<file path="src/sv/ptpq_pkg.sv">
// Package: widths, status and operation codes, and request, result, order and control types of the order queue.
`timescale 1ns / 1ps
package ptpq_pkg;
  localparam int unsigned CapacityDefault = 64;
  localparam int unsigned IdW = 31;
  localparam int unsigned PriceW = 32;
  localparam int unsigned TimeW = 48;
  localparam int unsigned VolW = 31;
  localparam int unsigned CountW = 7;
  localparam int unsigned EntryW = IdW + PriceW + TimeW + VolW + 1;

  localparam logic [1:0] StatusOk = 2'd0;
  localparam logic [1:0] StatusEmpty = 2'd1;
  localparam logic [1:0] StatusFull = 2'd2;

  localparam logic OpAdd = 1'b0;
  localparam logic OpPop = 1'b1;

  typedef struct packed {
    logic [IdW-1:0]    id;
    logic [PriceW-1:0] price;
    logic [TimeW-1:0]  ts;
    logic [VolW-1:0]   volume;
    logic              side;
  } order_t;

  typedef struct packed {
    logic              operation;
    logic [IdW-1:0]    order_id;
    logic [PriceW-1:0] order_price;
    logic [TimeW-1:0]  order_time;
    logic [VolW-1:0]   order_volume;
    logic              order_side;
  } request_t;

  typedef struct packed {
    logic [1:0]        status;
    logic [IdW-1:0]    best_id;
    logic [PriceW-1:0] best_price;
    logic [TimeW-1:0]  best_time;
    logic [VolW-1:0]   best_volume;
    logic              best_side;
    logic [CountW-1:0] held_count;
  } result_t;

  // controller to datapath
  typedef struct packed {
    logic clear_best; // start scan: take slot 0 as best
    logic scan_step;  // compare read slot against best
    logic write_add;  // write incoming order at tail
    logic shift_step; // copy slot+1 down to slot
    logic load_out;   // latch result
    logic ok_result;  // result carries best order
  } ctrl_t;
endpackage

</file>
<file path="src/sv/ptpq_ctrl.sv">
// Controller: sequences add, scan and compaction, drives the handshakes.
`timescale 1ns / 1ps
module ptpq_ctrl #(
  parameter int unsigned Capacity = 64
) (
  input  logic                        clk_i,
  input  logic                        rst_ni,
  input  logic                        in_valid_i,
  input  logic                        in_op_i,
  output logic                        in_ready_o,
  output logic                        out_valid_o,
  input  logic                        out_ready_i,
  output logic [1:0]                  status_o,
  output logic [ptpq_pkg::CountW-1:0] count_o,
  output ptpq_pkg::ctrl_t             ctrl_o,
  output logic [$clog2(Capacity)-1:0] waddr_o,
  output logic [$clog2(Capacity)-1:0] raddr_o,
  output logic [$clog2(Capacity)-1:0] rd_slot_o,
  input  logic [$clog2(Capacity)-1:0] best_slot_i
);
  import ptpq_pkg::*;
  localparam int unsigned AW = $clog2(Capacity);
  localparam int unsigned OW = $clog2(Capacity + 1);

  localparam logic [2:0] SIdle  = 3'd0;
  localparam logic [2:0] SFirst = 3'd1;
  localparam logic [2:0] SScan  = 3'd2;
  localparam logic [2:0] SShift = 3'd3;
  localparam logic [2:0] SOut   = 3'd4;
  localparam logic [2:0] SShRd  = 3'd5;

  logic [2:0] state_q, state_d;
  logic [OW-1:0] occ_q, occ_d;
  logic [OW-1:0] idx_q, idx_d; // read slot in flight
  logic [AW-1:0] wptr_q, wptr_d;
  logic [1:0] status_q, status_d;
  logic accept;

  assign in_ready_o = (state_q == SIdle);
  assign accept = in_valid_i & in_ready_o;
  assign out_valid_o = (state_q == SOut);
  assign status_o = status_q;
  assign count_o = CountW'(occ_q);
  assign rd_slot_o = idx_q[AW-1:0];

  always_comb begin
    state_d = state_q;
    occ_d = occ_q;
    idx_d = idx_q;
    wptr_d = wptr_q;
    status_d = status_q;
    ctrl_o = '0;
    waddr_o = wptr_q;
    raddr_o = '0;
    unique case (state_q)
      SIdle: begin
        if (accept) begin
          ctrl_o.load_out = 1'b1;
          ctrl_o.ok_result = 1'b0;
          if (in_op_i == OpAdd) begin
            if (occ_q == OW'(Capacity)) begin
              status_d = StatusFull;
            end else begin
              status_d = StatusOk;
              ctrl_o.write_add = 1'b1;
              waddr_o = occ_q[AW-1:0];
              occ_d = occ_q + 1'b1;
            end
            state_d = SOut;
          end else if (occ_q == '0) begin
            status_d = StatusEmpty;
            state_d = SOut;
          end else begin
            status_d = StatusOk;
            raddr_o = '0;
            idx_d = '0;
            state_d = SFirst;
          end
        end
      end
      SFirst: begin
        // slot 0 data is out; request slot 1
        ctrl_o.clear_best = 1'b1;
        raddr_o = AW'(1);
        idx_d = OW'(1);
        state_d = (occ_q == OW'(1)) ? SShift : SScan;
        wptr_d = '0;
      end
      SScan: begin
        ctrl_o.scan_step = 1'b1;
        if (idx_q + 1'b1 < occ_q) begin
          raddr_o = AW'(idx_q + 1'b1);
          idx_d = idx_q + 1'b1;
        end else begin
          state_d = SShift;
        end
      end
      SShift: begin
        // latch best, then compact slots above it
        ctrl_o.load_out = 1'b1;
        ctrl_o.ok_result = 1'b1;
        wptr_d = best_slot_i;
        if (OW'(best_slot_i) + 1'b1 < occ_q) begin
          raddr_o = AW'(OW'(best_slot_i) + 1'b1);
          state_d = SShRd;
        end else begin
          occ_d = occ_q - 1'b1;
          state_d = SOut;
        end
      end
      SShRd: begin
        ctrl_o.shift_step = 1'b1;
        waddr_o = wptr_q;
        wptr_d = wptr_q + 1'b1;
        if (OW'(wptr_q) + 2'd2 < occ_q) begin
          raddr_o = AW'(OW'(wptr_q) + 2'd2);
        end else begin
          occ_d = occ_q - 1'b1;
          state_d = SOut;
        end
      end
      SOut: begin
        if (out_ready_i) state_d = SIdle;
      end
      default: state_d = SIdle;
    endcase
  end

  always_ff @(posedge clk_i or negedge rst_ni) begin
    if (!rst_ni) begin
      state_q <= SIdle;
      occ_q <= '0;
      idx_q <= '0;
      wptr_q <= '0;
      status_q <= StatusOk;
    end else begin
      state_q <= state_d;
      occ_q <= occ_d;
      idx_q <= idx_d;
      wptr_q <= wptr_d;
      status_q <= status_d;
    end
  end
endmodule

</file>
<file path="config.mk">
export PLATFORM = sky130hd
export DESIGN_NAME = ptpq_ctrl
export DESIGN_NICKNAME = d
export VERILOG_FILES = /design/src/sv/ptpq_pkg.sv /design/src/sv/ptpq_ctrl.sv
export SDC_FILE = /design/constraint.sdc
export NUM_CORES = 1
export LEC_CHECK = 0
export BUFFER_PORTS_ARGS = -buffer_cell sky130_fd_sc_hd__buf_2
export CORE_MARGIN = 2
export CORE_UTILIZATION = 50
export DETAILED_ROUTE_END_ITERATION = 7
export PLACE_DENSITY_LB_ADDON = 0.3
export SKIP_LAST_GASP = 1
export SLEW_MARGIN = 40
export SYNTH_ARGS = -nofsm -noshare
export SYNTH_HDL_FRONTEND = slang
export SYNTH_SLANG_ARGS = --single-unit
</file>
<file path="constraint.sdc">
create_clock -name clk_i -period 8.4 [get_ports clk_i]
set_input_delay 1.68 -clock clk_i [delete_from_list [all_inputs] [get_ports clk_i]]
set_output_delay 1.68 -clock clk_i [all_outputs]
set_load 0.05 [all_outputs]
</file>
Yosys cells after proc, flatten, opt, wreduce, memory -nomap -nowiden
Index checks and enable logic that the tools add are counted.

cells by class
  $add $sub $neg = 6
  multipliers = 0
  div/mod/pow operators = 0
  $lt $le $gt $ge = 3
  eq/ne operators = 17
  shift-type cells = 0
  multiplexer cells = 41
  bitwise gates (word level) = 1
  reductions and logical operators = 9

operator list
  kind                                                                   number
  7-bit two-way mux                                                      9
  6-bit two-way mux                                                      7
  7-bit case mux with 3 select lines                                     2
  6-bit case mux with 4 select lines                                     1
  7-bit less-than comparator                                             3
  3-bit two-way mux                                                      6
  3-bit case mux with 6 select lines                                     1
  6-bit case mux with 3 select lines                                     1
  2-bit inequality test, second input constant                           8
  7-bit by 1-bit adder with 7-bit output, second input constant          2
  1-bit two-way mux                                                      10
  3-bit nonzero test                                                     3
  6-bit by 1-bit adder with 7-bit output, second input constant          1
  6-bit by 2-bit adder with 7-bit output, second input constant          1
  7-bit by 1-bit equality test with 1-bit output, second input constant  1
  7-bit equality test, second input constant                             1
  7-bit logical NOT                                                      1
  7-bit by 1-bit subtractor with 7-bit output, second input constant     1
  6-bit by 1-bit adder with 6-bit output, second input constant          1
  3-bit by 2-bit equality test with 1-bit output, second input constant  2
  3-bit equality test, second input constant                             2
  2-bit two-way mux                                                      3
  6-bit AND reduction                                                    1
  5-bit AND reduction                                                    1
  7 further kinds                                                        8

word-level totals
  register bits after elaboration = 25
  bits in latches = 0
  RAM bits = 0
  bits in read-only memories = 0
  logic and storage cells = 82
  memories = 0

Longest topological paths before layout
Gate-level depths: netlist (run 1).

  depth after elaboration = 5
  mapped depth = 12

Least setup slack after synthesis (run 1)
OpenSTA, ideal clock, no wires.

  kind = input to output
  start = input port best_slot_i[0]
  end = output port raddr_o[0]
  data arrival time = 3904 ps
  slack = 2816 ps
  stages = 8
  buffers on the path = 0
  path through = ha_1 -> nand3_1 -> xnor2_1 -> ha_1 -> a21oi_1 -> o211ai_1 -> a21o_1 -> o21ai_0

between the ends
  longest elaborated chain between the ends = 4

RTL lines
  what                                      RTL line          source
  from (decl)                               ptpq_ctrl.sv:19   input logic [$clog2(Capacity)-1:0] best_slot_i
  6-bit by 1-bit adder with 7-bit output *  ptpq_ctrl.sv:104  raddr_o = AW'(OW'(best_slot_i) + 1'b1);
  7-bit less-than comparator                ptpq_ctrl.sv:103  if (OW'(best_slot_i) + 1'b1 < occ_q) begin
  6-bit two-way mux *                       ptpq_ctrl.sv:103
  6-bit case mux with 4 select lines *      ptpq_ctrl.sv:55   unique case (state_q)
  to (decl)                                 ptpq_ctrl.sv:17   output logic [$clog2(Capacity)-1:0] raddr_o,

Mark *: on every way between the ends. The rest lies on a longest branch, timed or not.

Worst setup path after layout (run 1)
  start = input port best_slot_i[0]
  end = output port raddr_o[3]

Same word-level chain as after synthesis.

==> results, run 1 <==
- The hold path endpoint is status_o[1].
- The clock drives 25 sinks.
- The clock network is responsible for 6.9% of the overall power.
- The initial core utilization is 52.84%.
- The final core area utilization is between 50% and 60%.
- In this run the worst setup path begins at best_slot_i[0].
- The upper clock frequency limit is between 0.15 and 0.2 GHz.
- The global-route wire length before repair is 9749 um.
- The instance count of the mapped netlist is 277.
- For the pin with the worst max-slew slack, the measured transition is 0.7826 ns.
- Dividing total power by cell area gives a power density of 427.3 nW/um^2.
- The prevailing post-synth register cell is sky130_fd_sc_hd__dfrtp_1.
- The xor/xnor cell area share of the yosys netlist is 7.778%.
- The relative slew slack is 47.63%.
- The final critical delay including setup and external delays is between 5 and 6 ns.
- Dividing the final minimum period by the clock period gives 65.58%.
- For the worst-skew pair, the clock arrives at the later sink with an insertion delay of approximately 0.27 ns.
- The synthesized netlist devotes roughly a fifth of its cell area to simple gates.
- The netlist uses 56 different library cells.
- Data on the critical path is required at its endpoint by 6.72 ns.
- After synthesis, the share of cell area in mux cells is 0.9057%.
- The number of antenna violations at the first check in global routing is 0.
- The count of cells along the worst hold path is 2.
- The multi-input combinational cells in the finished layout cover a total of 1559 um^2.
- The total leakage power is 0.001289 uW.
- After filler insertion, the fill cell instance count of the layout stands at 414.
- Power comes to approximately 1100 uW.
- The ratio of routed vias to standard cells is roughly 6.1.
- The first TritonRoute pass finished after 4 iterations.
- Relative to the synthesized area, the layout overhead comes to 9.856%.
- The nature of the critical path endpoint is an output port.
- During synthesis, Yosys emitted a total of 0 warnings.
- Clock skew on the completed layout was measured at about 0.0053 ns.
- Summed over all failing endpoints, the final setup total negative slack is 0 ns.
- The cell family contributing the most delay on the critical path is compound AO/OA/AOI/OAI gates.
- The number of buffers inserted during clock tree synthesis is 3.
- The via count of the routed design is 2,194.
- The net count after synthesis is 313.
- After synthesis, the largest family of logic cells by area is compound AO/OA/AOI/OAI gates.
- The final RePlAce weighted congestion is 0.9545.
- The mean routed wirelength per cell is 16.91 um.
- The critical-path maximum fanout is 6.
- The antenna cell count is 0.
- In this run the critical register-to-register path is launched from idx_q[0].
- After Yosys synthesis, full adders, half adders and majority gates account for 13.32% of the synthesized area.
- The power share of the combinational group is 68.3%.
- The endpoint of the lowest-slack register-to-register path is idx_q[6].
- The tightest min-delay check is of the flop to flop type.
- The register clock-pin slew on the reported worst setup and hold paths is 0.09 ns.
- Setup slack on the worst reg-to-reg path comes out at 5.16 ns.
- The dominant cell type by area after synthesis is sky130_fd_sc_hd__dfrtp_1.
- At the end of the flow, the number of nets in the layout was approximately 350.
- For this design, the CTS-stage hold fixing added 0 buffers.
- Across the whole layout, storage elements account for roughly 630 um^2.
- The number of standard-cell rows in the floorplan is 24.
- The synthesized netlist devotes around a quarter of its cell area to compound gates.
- The floorplan die width is 72.54 um.
- By instance count, the leading cell after synthesis is sky130_fd_sc_hd__nand2_1.
- The H-tree level count is 1.
- The number of top-level pins is between 40 and 50.
- Setup repair after global routing left no endpoint under its margin.
- The length in cells of the worst reg-to-reg path is 10.
- The peak per-stage delay on the critical path is 0.42 ns.
- The final setup violation count is 0.
- IR analysis of the VDD net gives a maximum drop of ~0.00022 V.
- Yosys attributes the largest share of cell area to sky130_fd_sc_hd__dfrtp_1, sky130_fd_sc_hd__ha_1, sky130_fd_sc_hd__nand2_1, sky130_fd_sc_hd__xnor2_1, sky130_fd_sc_hd__nand3_1.
- The master of the slowest instance on the critical path is sky130_fd_sc_hd__a21oi_1.
- The max capacitance violation total is 0.
- The sum of net half-perimeters after detailed placement is 4718 um.
- In this run the clock root is driven by a sky130_fd_sc_hd__clkbuf_8.
- The number of violations reported at the end of detailed-routing iteration 0 is 185.
- The number of max-slew violations in the final report came to 0.
- Entering global routing, the biggest net connects 26 pins.
- The number of global-route vias before repair is just under 2,000.
- STA classifies the critical path startpoint as an input port.
- The remaining global-route overflow is 0.
- Sequential cells account for 24.8% of the total power.
- The number of buffers added on ports is 45.
- The buffer count from post-CTS setup fixing is 0.
- The beginning of the worst hold path is status_o[1].
- The number of synthesized flops with an enable pin is 0.
- TritonCTS built the clock tree.
- The number of failing hold endpoints at the final stage is 0.
- The worst setup path category is input port to output port.
- For this run, the register share of the synthesized area comes to 26.64%.
- The internal power of the cells is 440.9 uW.
- The arrival time at the worst endpoint is around 3.8 ns.
- Sorting the synthesized cells by how often they occur yields sky130_fd_sc_hd__nand2_1, sky130_fd_sc_hd__dfrtp_1, sky130_fd_sc_hd__ha_1, sky130_fd_sc_hd__nand3_1, sky130_fd_sc_hd__inv_1.
- The fraction of registers with async set or reset after synthesis is 100.0%.
- After synthesis the netlist holds a flip-flop and latch count of 25.
- The count of nets left with antenna violations once routing finished came out at 0.
- The net switching power figure is 661.5 uW.
- Across every metal layer, demand over resource in global routing totals 23.39%.
- The post-CTS resize count is 0.
- The top cell type by area accounts for about a quarter of the synthesized area.
- Traced cell by cell, the critical path runs through buf_2, ha_1, nand3_1, xnor2_1, ha_1, a21oi_1, o211ai_1, a21oi_1, a22oi_1, nand2_1, buf_2.
- The post-detailed-routing wire length is 6104 um.
- After detailed routing, the number of remaining DRC violations is 0.
- The maximum clock path buffer count is 2.
- The cell area that synthesis handed to floorplanning was 2349 um^2.
- Measured along the y axis, the die boundary spans 72.54 um.
- The die covers ~5300 um^2.
- In this run the standard cell core region covers 4444 um^2.
- The share of post-route cells with drive strength above 1 is around 20%.
- After synthesis, the mean cell area works out to between 8 and 9 um^2.
- In this run switching power makes up 60.01% of total power.
- The run finished with clean final reports.
- Counting both buffers and inverters, the worst setup path holds a total of 2.
## cells in the final DEF (no fill, tap or decap), types with 5 or more instances in the layout
cell type | Yosys | layout
sky130_fd_sc_hd__dfrtp_1 | 25 | 25
sky130_fd_sc_hd__inv_1 | 16 | 16
sky130_fd_sc_hd__a221o_1 | 6 | 6
sky130_fd_sc_hd__a21oi_1 | 11 | 11
sky130_fd_sc_hd__nand3_1 | 20 | 20
sky130_fd_sc_hd__xnor2_1 | 14 | 14
sky130_fd_sc_hd__o21ai_0 | 13 | 13
sky130_fd_sc_hd__xor2_1 | 5 | 5
sky130_fd_sc_hd__nor3_1 | 7 | 7
sky130_fd_sc_hd__ha_1 | 25 | 25
sky130_fd_sc_hd__a22o_1 | 6 | 6
sky130_fd_sc_hd__nor2_1 | 14 | 14
sky130_fd_sc_hd__nand2_1 | 35 | 35
sky130_fd_sc_hd__a21o_1 | 5 | 5
sky130_fd_sc_hd__buf_2 | 3 | 45
## layer usage
metal | vias to the layer above | GRT usage [%] | wire [um]
li1 | 1072 | - | -
met1 | 1031 | 33.85 | 2856
met5 | - | 0 | 0
met4 | 0 | 5.967 | 84
met2 | 82 | 37.68 | 2791
met3 | 9 | 1.806 | 372
## stage by stage
step	cells	setup WS (ns)	instance area, um^2	hold WS, ns
floorplan	277	2.816	2349	0.4864
global placement	357	2.967	2535	0.4555
detailed placement	357	2.890	2535	0.4927
CTS	361	2.889	2580	0.5142
global route	361	2.693	2580	0.5558
finish	361	2.891	2580	0.4996
## power groups by stage
stage	clock network, uW	registers (uW)	logic, uW
2_1_floorplan	0	272	590
3_3_place_gp	0	271	737
3_5_place_dp	0	272	747
4_1_cts	77.6	270	749
5_1_grt	82.6	284	809
6_report	76.6	273	752
## how the worst max path moves through the flow
stage	slack, ns	endpoint	depth (start not counted)
6_report	2.89	raddr_o[3]	11
5_1_grt	2.69	raddr_o[3]	11
4_1_cts	2.89	raddr_o[3]	11
3_5_place_dp	2.89	raddr_o[3]	11
3_3_place_gp	2.97	raddr_o[4]	11
2_1_floorplan	2.82	raddr_o[0]	8
## final cells by class
| cell class | count | area share (%) |
|---|---|---|
| flip-flops and latches | 25 | 24.25 |
| repair buffers | 45 | 8.729 |
| multi-input cells | 219 | 60.43 |
| clock buffers | 4 | 1.746 |
| well taps | 52 | 2.522 |
| inverters | 16 | 2.328 |
## logic make-up (layout without fill, tap and decap cells)
group                    after synthesis  after routing
buffers and inverters                 33             65
AND/OR/NAND/NOR                       99             99
multiplexers                           2              2
flip-flops                            25             25
XOR/XNOR                              20             20
adder cells (fa/ha/maj)               25             25
AO/OA/AOI/OAI                         73             73
## registers in the layout, indices dropped and copies added, names as in the netlist
signal	count
count_o	7
idx_q	7
state_q	3
wptr_q	6
status_o	2
## worst register-to-register path: stages (launching register included)
cell and delay (ns):
sky130_fd_sc_hd__dfrtp_1 0.51, sky130_fd_sc_hd__ha_1 0.28, sky130_fd_sc_hd__nand3_1 0.11, sky130_fd_sc_hd__xnor2_1 0.26
sky130_fd_sc_hd__ha_1 0.30, sky130_fd_sc_hd__a41o_1 0.22, sky130_fd_sc_hd__a21oi_1 0.19, sky130_fd_sc_hd__nand2_1 0.12
sky130_fd_sc_hd__nor2_1 0.62, sky130_fd_sc_hd__and2b_1 0.32, sky130_fd_sc_hd__a32o_1 0.21
(Power assumes the default switching activity.)
==> run 2, diff against run 1 <==
--- a/config.mk
+++ b/config.mk
@@ -5,6 +5,7 @@
 export SDC_FILE = /design/constraint.sdc
 export NUM_CORES = 1
 export LEC_CHECK = 0
+export ABC_AREA = 1
 export BUFFER_PORTS_ARGS = -buffer_cell sky130_fd_sc_hd__buf_2
 export CORE_MARGIN = 2
 export CORE_UTILIZATION = 50
==> constraint.sdc (replaced) <==
create_clock -name clk_i -period 4.78 [get_ports clk_i]
set_input_delay 0.956 -clock clk_i [delete_from_list [all_inputs] [get_ports clk_i]]
set_output_delay 0.956 -clock clk_i [all_outputs]
set_load 0.05 [all_outputs]
==> run 2 against run 1 <==
  * Synthesized cell count up 29%
  * Largest power group unchanged
  * Final area increased by 7.7%
  * Combinational power rose by 80%
  * Register-to-register slack got worse by 2.8 ns
==> results, run 2 <==
- The run finished with clean final reports.
- The post-route setup TNS is 0 ns (unchanged).
- The number of top-level pins was 46 (unchanged).
- The count of cells along the worst hold path is 2 (unchanged).
- The actual transition at the worst max-transition pin is 0.5729 ns (-0.2097 ns).
- The post-detailed-routing wire length was 6314 um (+3.4%).
- The mux share of post-synthesis cell area was 0% (-0.91 points).
- The worst setup path category is input port to output port.
- The final cell count without fillers was 465 (+29%).
- The total leakage power was 0.001592 uW (+24%).
- The antenna cell count was 0 (unchanged).
- The die outline area was 5547 um^2 (+5.4%).
- In this run the worst hold path is classified as flop to flop.
- Yosys instantiated no cell more often than sky130_fd_sc_hd__nand2_1.
- The worst setup slack for register-to-register paths is 2.37 ns (-2.79 ns).
- The slowest stage of the critical path is the sky130_fd_sc_hd__buf_2 cell.
- The area fraction of the dominant cell type after synthesis is 25.19% (-1.4 points).
- The number of failing hold endpoints at the final stage is 0 (unchanged).
- The post-placement setup slack is 0.9688 ns (-1.921 ns).
- The die height is 74.48 um (+2.7%).
- The clock insertion delay at the later pin of the skew report came to 0.28 ns (about the same).
- The total power divided by cell area came to 678.5 nW/um^2 (+59%).
- Ranked by instance count, the synthesized netlist is headed by sky130_fd_sc_hd__nand2_1, sky130_fd_sc_hd__inv_1, sky130_fd_sc_hd__dfrtp_1, sky130_fd_sc_hd__ha_1, sky130_fd_sc_hd__nor2_1.
- The share of post-route cells with drive strength above 1 came to 17.84% (-1.9 points).
- The fill cell total of the finished layout came to 500 (+21%).
- The floorplan die width came to 74.48 um (+2.7%).
- The number of nets in the finished design is 435 (+26%).
- The post-route DRC violation count is 0 (unchanged).
- The critical-path maximum fanout is 5 (-1).
- The maximum number of pins on one net before global-route repair is 26 (unchanged).
- The power share of the combinational group was 71.7% (+3.4 points).
- The nature of the critical path endpoint is an output port.
- The critical path required time is 3.82 ns (-2.90 ns).
- The beginning of the worst hold path is idx_q[5].
- The maximum clock path buffer count was 2 (unchanged).
- The H-tree level count is 1 (unchanged).
- The final setup violation count is 0 (unchanged).
- The length in cells of the worst reg-to-reg path was 12 (+2).
- The number of standard-cell rows in the floorplan is 25 (+4.2%).
- In this run the clock root is driven by a sky130_fd_sc_hd__clkbuf_8.
- The number of buffer and inverter instances along the worst setup path is 3 (+1).
- The hold buffer count at cts came to 0 (unchanged).
- The worst setup path is launched from an input port.
- For this run, the leading register cell type out of synthesis is sky130_fd_sc_hd__dfrtp_1.
- The number of synthesized flops with an enable pin is 0 (unchanged).
- Summed over all instances, the cell type with the most area after synthesis is sky130_fd_sc_hd__dfrtp_1.
- The worst hold margin came to 0.5025 ns (+0.002879 ns).
- After synthesis, the cell types taking the most area are sky130_fd_sc_hd__dfrtp_1, sky130_fd_sc_hd__nand2_1, sky130_fd_sc_hd__ha_1, sky130_fd_sc_hd__inv_1, sky130_fd_sc_hd__xor2_1.
- The initial core utilization was 52.24% (-0.61 points).
- The setup slack of the critical path after layout is 0.9167 ns (-1.974 ns).
- The combinational family with the most area after synthesis is simple AND/OR/NAND/NOR gates.
- The max capacitance violation total came to 0 (unchanged).
- The mean routed wirelength per cell is 13.58 um (-20%).
- The number of register bits inferred by synthesis is 25 (unchanged).
- The setup skew after layout was 0.003761 ns (-0.001568 ns).
- The final RePlAce weighted congestion is 0.8942 (-6.3%).
- The net switching power figure is 1160 uW (+75%).
- The relative slew slack is 61.80% (+14 points).
- The number of antenna violations at the first check in global routing is 0 (unchanged).
- The ratio of routed vias to standard cells was 5.310 (-13%).
- The critical path goes through buf_2, nand3_1, nor3_1, xor2_1, ha_1, nand2_1, a21oi_1, nor2_1, nand2_2, inv_2, nand2_1, o211ai_1, buf_2.
- The number of violations reported at the end of detailed-routing iteration 0 is 159 (-14%).
- The area share of fa/ha/maj cells after synthesis is 12.59% (-0.72 points).
- After layout, the worst path uses 80.82% of the clock period.
- The instance count of the mapped netlist is 357 (+29%).
- The number of global-route vias before repair is 2,170 (+11%).
- The xor/xnor cell area share of the yosys netlist is 7.053% (-0.73 points).
- The library cell used most frequently in the layout, excluding fill and tap cells, is sky130_fd_sc_hd__nand2_1.
- The internal power of the cells is 724.6 uW (+64%).
- Based on the critical path, the design can be clocked at up to between 0.2 and 0.3 GHz.
- Among cell families on the critical path, the largest total delay comes from simple AND/OR/NAND/NOR gates.
- The source of the worst register-to-register timing path is wptr_q[1].
- The switching fraction of total power was 61.55% (+1.5 points).
- The register clock-pin slew on the reported worst setup and hold paths came to 0.09 ns (about the same).
- The fraction of registers with async set or reset after synthesis is 100.0% (unchanged).
- The hold path endpoint is idx_q[5].
- The remaining antenna violation count after routing is 0 (unchanged).
- The total instance count after detailed placement came to 461 (+29%).
- The remaining global-route overflow is 0 (unchanged).
- The peak per-stage delay on the critical path is 0.29 ns (-0.13 ns).
- The register area share after synthesis was 25.19% (-1.4 points).
- The final critical delay including setup and external delays is 3.863 ns.
- The buffer count from post-CTS setup fixing is 0 (unchanged).
- The share of total power in the clock network is 7.1% (+0.2 points).
- The number of buffers added on ports is 45 (unchanged).
- The average instance area after synthesis came to 6.957 um^2 (-18%).
- From synthesis to final layout, the design area changed by 11.84%.
- The post-CTS resize count is 0 (unchanged).
- In the layout the commonest cells are sky130_fd_sc_hd__nand2_1, sky130_fd_sc_hd__buf_2, sky130_fd_sc_hd__inv_1.
- The arrival time at the worst endpoint is 2.91 ns (-0.92 ns).
- The fraction of the mapped netlist area in simple logic gates is 34.56% (+14 points).
- The number of max-slew violations in the final report is 0 (unchanged).
- The count of synthesis-stage warnings from yosys is 0 (unchanged).
- The clock sink count is 25 (unchanged).
- The distinct cell type count after synthesis is 32 (-43%).
- The sum of net half-perimeters after detailed placement is 4930 um (+4.5%).
- The final core area utilization is 58.42% (+0.37 points).
- The via count of the routed design is 2,469 (+13%).
- The number of buffers inserted during clock tree synthesis is 3 (unchanged).
- The first-pass detailed-route iteration total is 4 (unchanged).
- The peak ir drop on the vdd network came to 0.0004718 V (+120%).
- The core box area was 4755 um^2 (+7.0%).
- The post-synthesis instance area was 2484 um^2 (+5.8%).
- Setup repair after global routing left no endpoint under its margin.
- The CTS tree is done.
- The overall routing resource usage came to 23.58% (+0.19 points).
- The complex-gate fraction of the synthesized area came to 10.98% (-13 points).
- The global-route wire length before repair is 10,030 um (+2.9%).
- The net count after synthesis is 393 (+26%).
- The proportion of power drawn by flip-flops and latches is 21.2% (-3.6 points).
- The endpoint of the lowest-slack register-to-register path is count_o[3].
-- run 2: changes by cell type after synthesis, sizes merged, moves of 5 or more --
cell	delta
clkbuf	-6
a221o	-6
nand3	+6
xnor2	-12
xor2	+12
a22o	-7
nand2	+86
nor2	+14
inv	+30
nor3	-5
-- run 2: power groups by stage --
stage	combinational (uW)	clock, uW	sequential [uW]
final	1350	133	400
after CTS	1350	136	396
after global routing	1500	144	412
after global placement	1330	0	399
after detailed placement	1340	0	400
after floorplan	1000	0	462
-- run 2: worst register-to-register path, cell delays in order, from the launching register on --
cell and delay (ns):
sky130_fd_sc_hd__dfrtp_1 0.51, sky130_fd_sc_hd__ha_1 0.27, sky130_fd_sc_hd__nand3_1 0.15, sky130_fd_sc_hd__xor2_1 0.21, sky130_fd_sc_hd__inv_1 0.06, sky130_fd_sc_hd__ha_1 0.27
sky130_fd_sc_hd__nand2_1 0.08, sky130_fd_sc_hd__o21bai_1 0.18, sky130_fd_sc_hd__nand3_2 0.18, sky130_fd_sc_hd__nand2_4 0.12, sky130_fd_sc_hd__nor2_4 0.19, sky130_fd_sc_hd__nand2_1 0.08
sky130_fd_sc_hd__nand2_1 0.07
-- run 2: stage by stage --
step / instance area [um^2] / power, uW
after CTS: 2778 / 1885
after global routing: 2778 / 2051
after floorplan: 2484 / 1465
after global placement: 2733 / 1727
after detailed placement: 2733 / 1743
final: 2778 / 1885
-- run 2: kinds of logic (layout without fill, tap and decap cells) --
group | Yosys count | in the layout
AO/OA/AOI/OAI | 46 | 46
XOR/XNOR | 20 | 20
adder cells (fa/ha/maj) | 25 | 25
buffers and inverters | 55 | 96
flip-flops | 25 | 25
AND/OR/NAND/NOR | 186 | 186
-- run 2: final cells by class --
type	instances	area (um^2)	share of cell area, %
Tap cell	67	83.83	3.018
Clock buffer	4	45.04	1.622
Sequential cell	25	625.6	22.52
Multi-Input combinational cell	277	1619	58.29
Inverter	47	178.9	6.441
Timing Repair Buffer	45	225.2	8.108
-- run 2: how the worst max path moves through the flow --
| stage | from | endpoint | slack (ns) | depth (start not counted) |
|---|---|---|---|---|
| final | best_slot_i[0] | raddr_o[1] | 0.92 | 13 |
| after global routing | idx_q[0] | raddr_o[3] | 0.67 | 12 |
| after global placement | best_slot_i[0] | raddr_o[1] | 1.0 | 14 |
| after floorplan | best_slot_i[0] | raddr_o[3] | 0.96 | 10 |
| after detailed placement | best_slot_i[0] | raddr_o[1] | 0.97 | 14 |
| after CTS | idx_q[0] | raddr_o[3] | 0.92 | 12 |
-- run 2: per-layer routing --
| layer | track usage (%) | vias up | part of all wire (%) |
|---|---|---|---|
| met5 | 0 | - | 0 |
| met2 | 38.15 | 70 | 46 |
| met3 | 2.710 | 9 | 4.7 |
| met4 | 7.937 | 0 | 1.8 |
| met1 | 32.80 | 1151 | 48 |
| li1 | - | 1239 | - |
==> run 3, diff against run 2 <==
==> constraint.sdc (replaced) <==
create_clock -name clk_i -period 3.3 [get_ports clk_i]
set_input_delay 0.66 -clock clk_i [delete_from_list [all_inputs] [get_ports clk_i]]
set_output_delay 0.66 -clock clk_i [all_outputs]
set_load 0.05 [all_outputs]
==> run 3 against run 2 <==
  * Worst setup slack got worse by 0.83 ns
  * Die area unchanged
  * Critical path type is now flop to output port
  * Via count increased by 2.3%
  * Critical path depth decreased by 1
  * Combinational power increased by 58%
  * Final cell count increased by 3.0%
  * Register-to-register slack got worse by 1.5 ns
  * Clock skew increased by 0.0032 ns
  * Power increased by 52%
  * Sequential share of layout area decreased by 1.4 points
==> results, run 3 (synthesis results as in run 2) <==
- The number of violations reported at the end of detailed-routing iteration 0 came to 149 (-6.3%).
- The maximum clock path buffer count is 2 (unchanged).
- The total leakage power was 0.001699 uW (+6.7%).
- The path category of the worst min-delay check is input port to async pin.
- The total instance count after detailed placement is 468 (+1.5%).
- The worst setup path category is flop to output port.
- The critical path required time is 2.64 ns (-1.18 ns).
- The remaining antenna violation count after routing came to 0 (unchanged).
- The area occupied by multi-input gates is 1670 um^2 (+3.2%).
- The share of post-route cells with drive strength above 1 came to 23.54% (+5.7 points).
- The proportion of power drawn by flip-flops and latches was 19.0% (-2.2 points).
- STA classifies the critical path startpoint as a flop.
- The actual transition at the worst max-transition pin is 0.5907 ns (+0.01778 ns).
- The number of failing hold endpoints at the final stage came to 0 (unchanged).
- The run finished with clean final reports.
- The via count of the routed design came to 2,526 (+2.3%).
- The ratio of routed vias to standard cells is 5.273 (-0.68%).
- The mean routed wirelength per cell came to 13.83 um (+1.8%).
- The cell sitting at the root of the clock tree is a sky130_fd_sc_hd__clkbuf_8.
- The clock sink count was 25 (unchanged).
- The total power divided by cell area was 967.7 nW/um^2 (+43%).
- For the finished layout, the period the worst path requires is 3.211 ns.
- The number of buffers added on ports is 45 (unchanged).
- The power share of the combinational group was 74.2% (+2.5 points).
- The fill cell total of the finished layout is 454 (-9.2%).
- The register clock-pin slew on the reported worst setup and hold paths is 0.10 ns (about the same).
- The number of top-level pins is 46 (unchanged).
- The first-pass detailed-route iteration total is 5 (+1).
- The ratio of final minimum period to clock period is 97.31%.
- The die outline area is 5547 um^2 (unchanged).
- The setup skew after layout is 0.006921 ns (+0.003160 ns).
- The share of total power in the clock network came to 6.8% (-0.3 points).
- The internal power of the cells was 1138 uW (+57%).
- The upper clock frequency limit is 0.3114 GHz.
- The number of nets in the finished design is 449 (+3.2%).
- The final RePlAce weighted congestion is 0.8882 (-0.67%).
- The final setup violation count came to 0 (unchanged).
- The clock insertion delay at the later pin of the skew report is 0.28 ns (about the same).
- The final cell count without fillers is 479 (+3.0%).
- The floorplan die width is 74.48 um (unchanged).
- The sum of net half-perimeters after detailed placement is 5183 um (+5.1%).
- The peak ir drop on the vdd network is 0.0007942 V (+68%).
- The H-tree level count is 1 (unchanged).
- The number of buffers inserted during clock tree synthesis was 3 (unchanged).
- The hold buffer count at cts came to 0 (unchanged).
- The arrival time at the worst endpoint is 2.55 ns (-0.36 ns).
- The post-detailed-routing wire length came to 6623 um (+4.9%).
- The max capacitance violation total is 0 (unchanged).
- The total area of sequential cells is 625.6 um^2 (unchanged).
- Setup repair after global routing could not meet its margin everywhere.
- The die height was 74.48 um (unchanged).
- Leaving out fill and tap cells, the most frequent cell in the layout is sky130_fd_sc_hd__nand2_1.
- In the layout the commonest cells are sky130_fd_sc_hd__nand2_1, sky130_fd_sc_hd__inv_1, sky130_fd_sc_hd__buf_2.
- The number of global-route vias before repair is 2,426 (+12%).
- The layout overhead on the synthesized area is 19.40%.
- The maximum number of pins on one net before global-route repair came to 26 (unchanged).
- The number of max-slew violations in the final report is 0 (unchanged).
- STA classifies the critical path endpoint as an output port.
- The overall routing resource usage is 25.20% (+1.6 points).
- The number of antenna violations at the first check in global routing is 0 (unchanged).
- The initial core utilization is 52.24% (unchanged).
- The switching fraction of total power came to 60.34% (-1.2 points).
- The antenna cell count came to 0 (unchanged).
- The remaining global-route overflow is 0 (unchanged).
- The CTS tree is done.
- The global-route wire length before repair is 10,750 um (+7.2%).
- The number of standard-cell rows in the floorplan is 25 (unchanged).
- The relative slew slack was 60.62% (-1.2 points).
- The core box area is 4755 um^2 (unchanged).
- The post-route DRC violation count is 0 (unchanged).
- The net switching power figure came to 1731 uW (+49%).
- The critical-path maximum fanout came to 6 (+1).
- The worst hold margin is 0.3663 ns (-0.1362 ns).
run 3: metrics by stage:
| stage | total power (uW) | TNS [ns] | util, % | instance area [um^2] | setup slack [ns] |
|---|---|---|---|---|---|
| final | 2869 | 0 | 62.37 | 2965 | 0.08866 |
| after detailed placement | 2584 | 0 | 58.58 | 2785 | 0.08102 |
| after floorplan | 2122 | 0 | - | 2484 | 0.02015 |
| after global placement | 2542 | 0 | 58.58 | 2785 | 0.1336 |
| after global routing | 3120 | -0.3351 | 62.37 | 2965 | -0.07666 |
| after CTS | 2805 | 0 | 59.89 | 2848 | 0.004558 |
run 3: critical path: stages (launching register included):
cell and delay [ns]:
sky130_fd_sc_hd__dfrtp_1 0.38, sky130_fd_sc_hd__ha_2 0.19, sky130_fd_sc_hd__nand4_1 0.10, sky130_fd_sc_hd__nor2_1 0.17, sky130_fd_sc_hd__xor2_1 0.23, sky130_fd_sc_hd__ha_1 0.28
sky130_fd_sc_hd__a21o_1 0.17, sky130_fd_sc_hd__nor2_2 0.12, sky130_fd_sc_hd__nand3_2 0.13, sky130_fd_sc_hd__clkinv_4 0.11, sky130_fd_sc_hd__nand2_2 0.06, sky130_fd_sc_hd__o211ai_1 0.09
sky130_fd_sc_hd__buf_4 0.23
run 3: final cells by class:
cell class	count	share of cell area (%)
multi-input cells	277	56.33
flip-flops and latches	25	21.10
well taps	67	2.827
repair buffers	59	12.03
clock buffers	4	1.519
inverters	47	6.203
run 3: path summary, 6_finish.rpt:
path,startpoint,endpoint,slack (ns),cells past startpoint
max in group asynchronous,rst_ni,idx_q[6],2.54,1
worst min-delay path,rst_ni,count_o[2],0.37,1
worst min register to register,idx_q[5],idx_q[5],0.50,2
worst max-delay path,idx_q[1],raddr_o[3],0.09,12
min in group clk_i,idx_q[5],idx_q[5],0.50,2
worst max register to register,wptr_q[1],count_o[3],0.91,15
run 3: power by group through the flow:
stage	Combinational, uW	Clock [uW]	Sequential [uW]
2_1_floorplan	1450	0	669
3_3_place_gp	1990	0	548
3_5_place_dp	2040	0	549
4_1_cts	2060	202	543
5_1_grt	2350	213	561
6_report	2130	195	546
run 3: per-layer routing:
| metal | global-route usage (%) | wire, um | vias up |
|---|---|---|---|
| met3 | 2.981 | 296 | 11 |
| met5 | 0 | 0 | - |
| met4 | 11.11 | 129 | 0 |
| met2 | 42.38 | 3147 | 64 |
| li1 | - | - | 1265 |
| met1 | 32.53 | 3049 | 1186 |
run 3: repair_timing:
action,in CTS,in global routing
gates resized for setup,8,17
buffers inserted,0,7
pin swaps,1,12
endpoints found under the hold margin,0,0
setup endpoints to repair,6,6
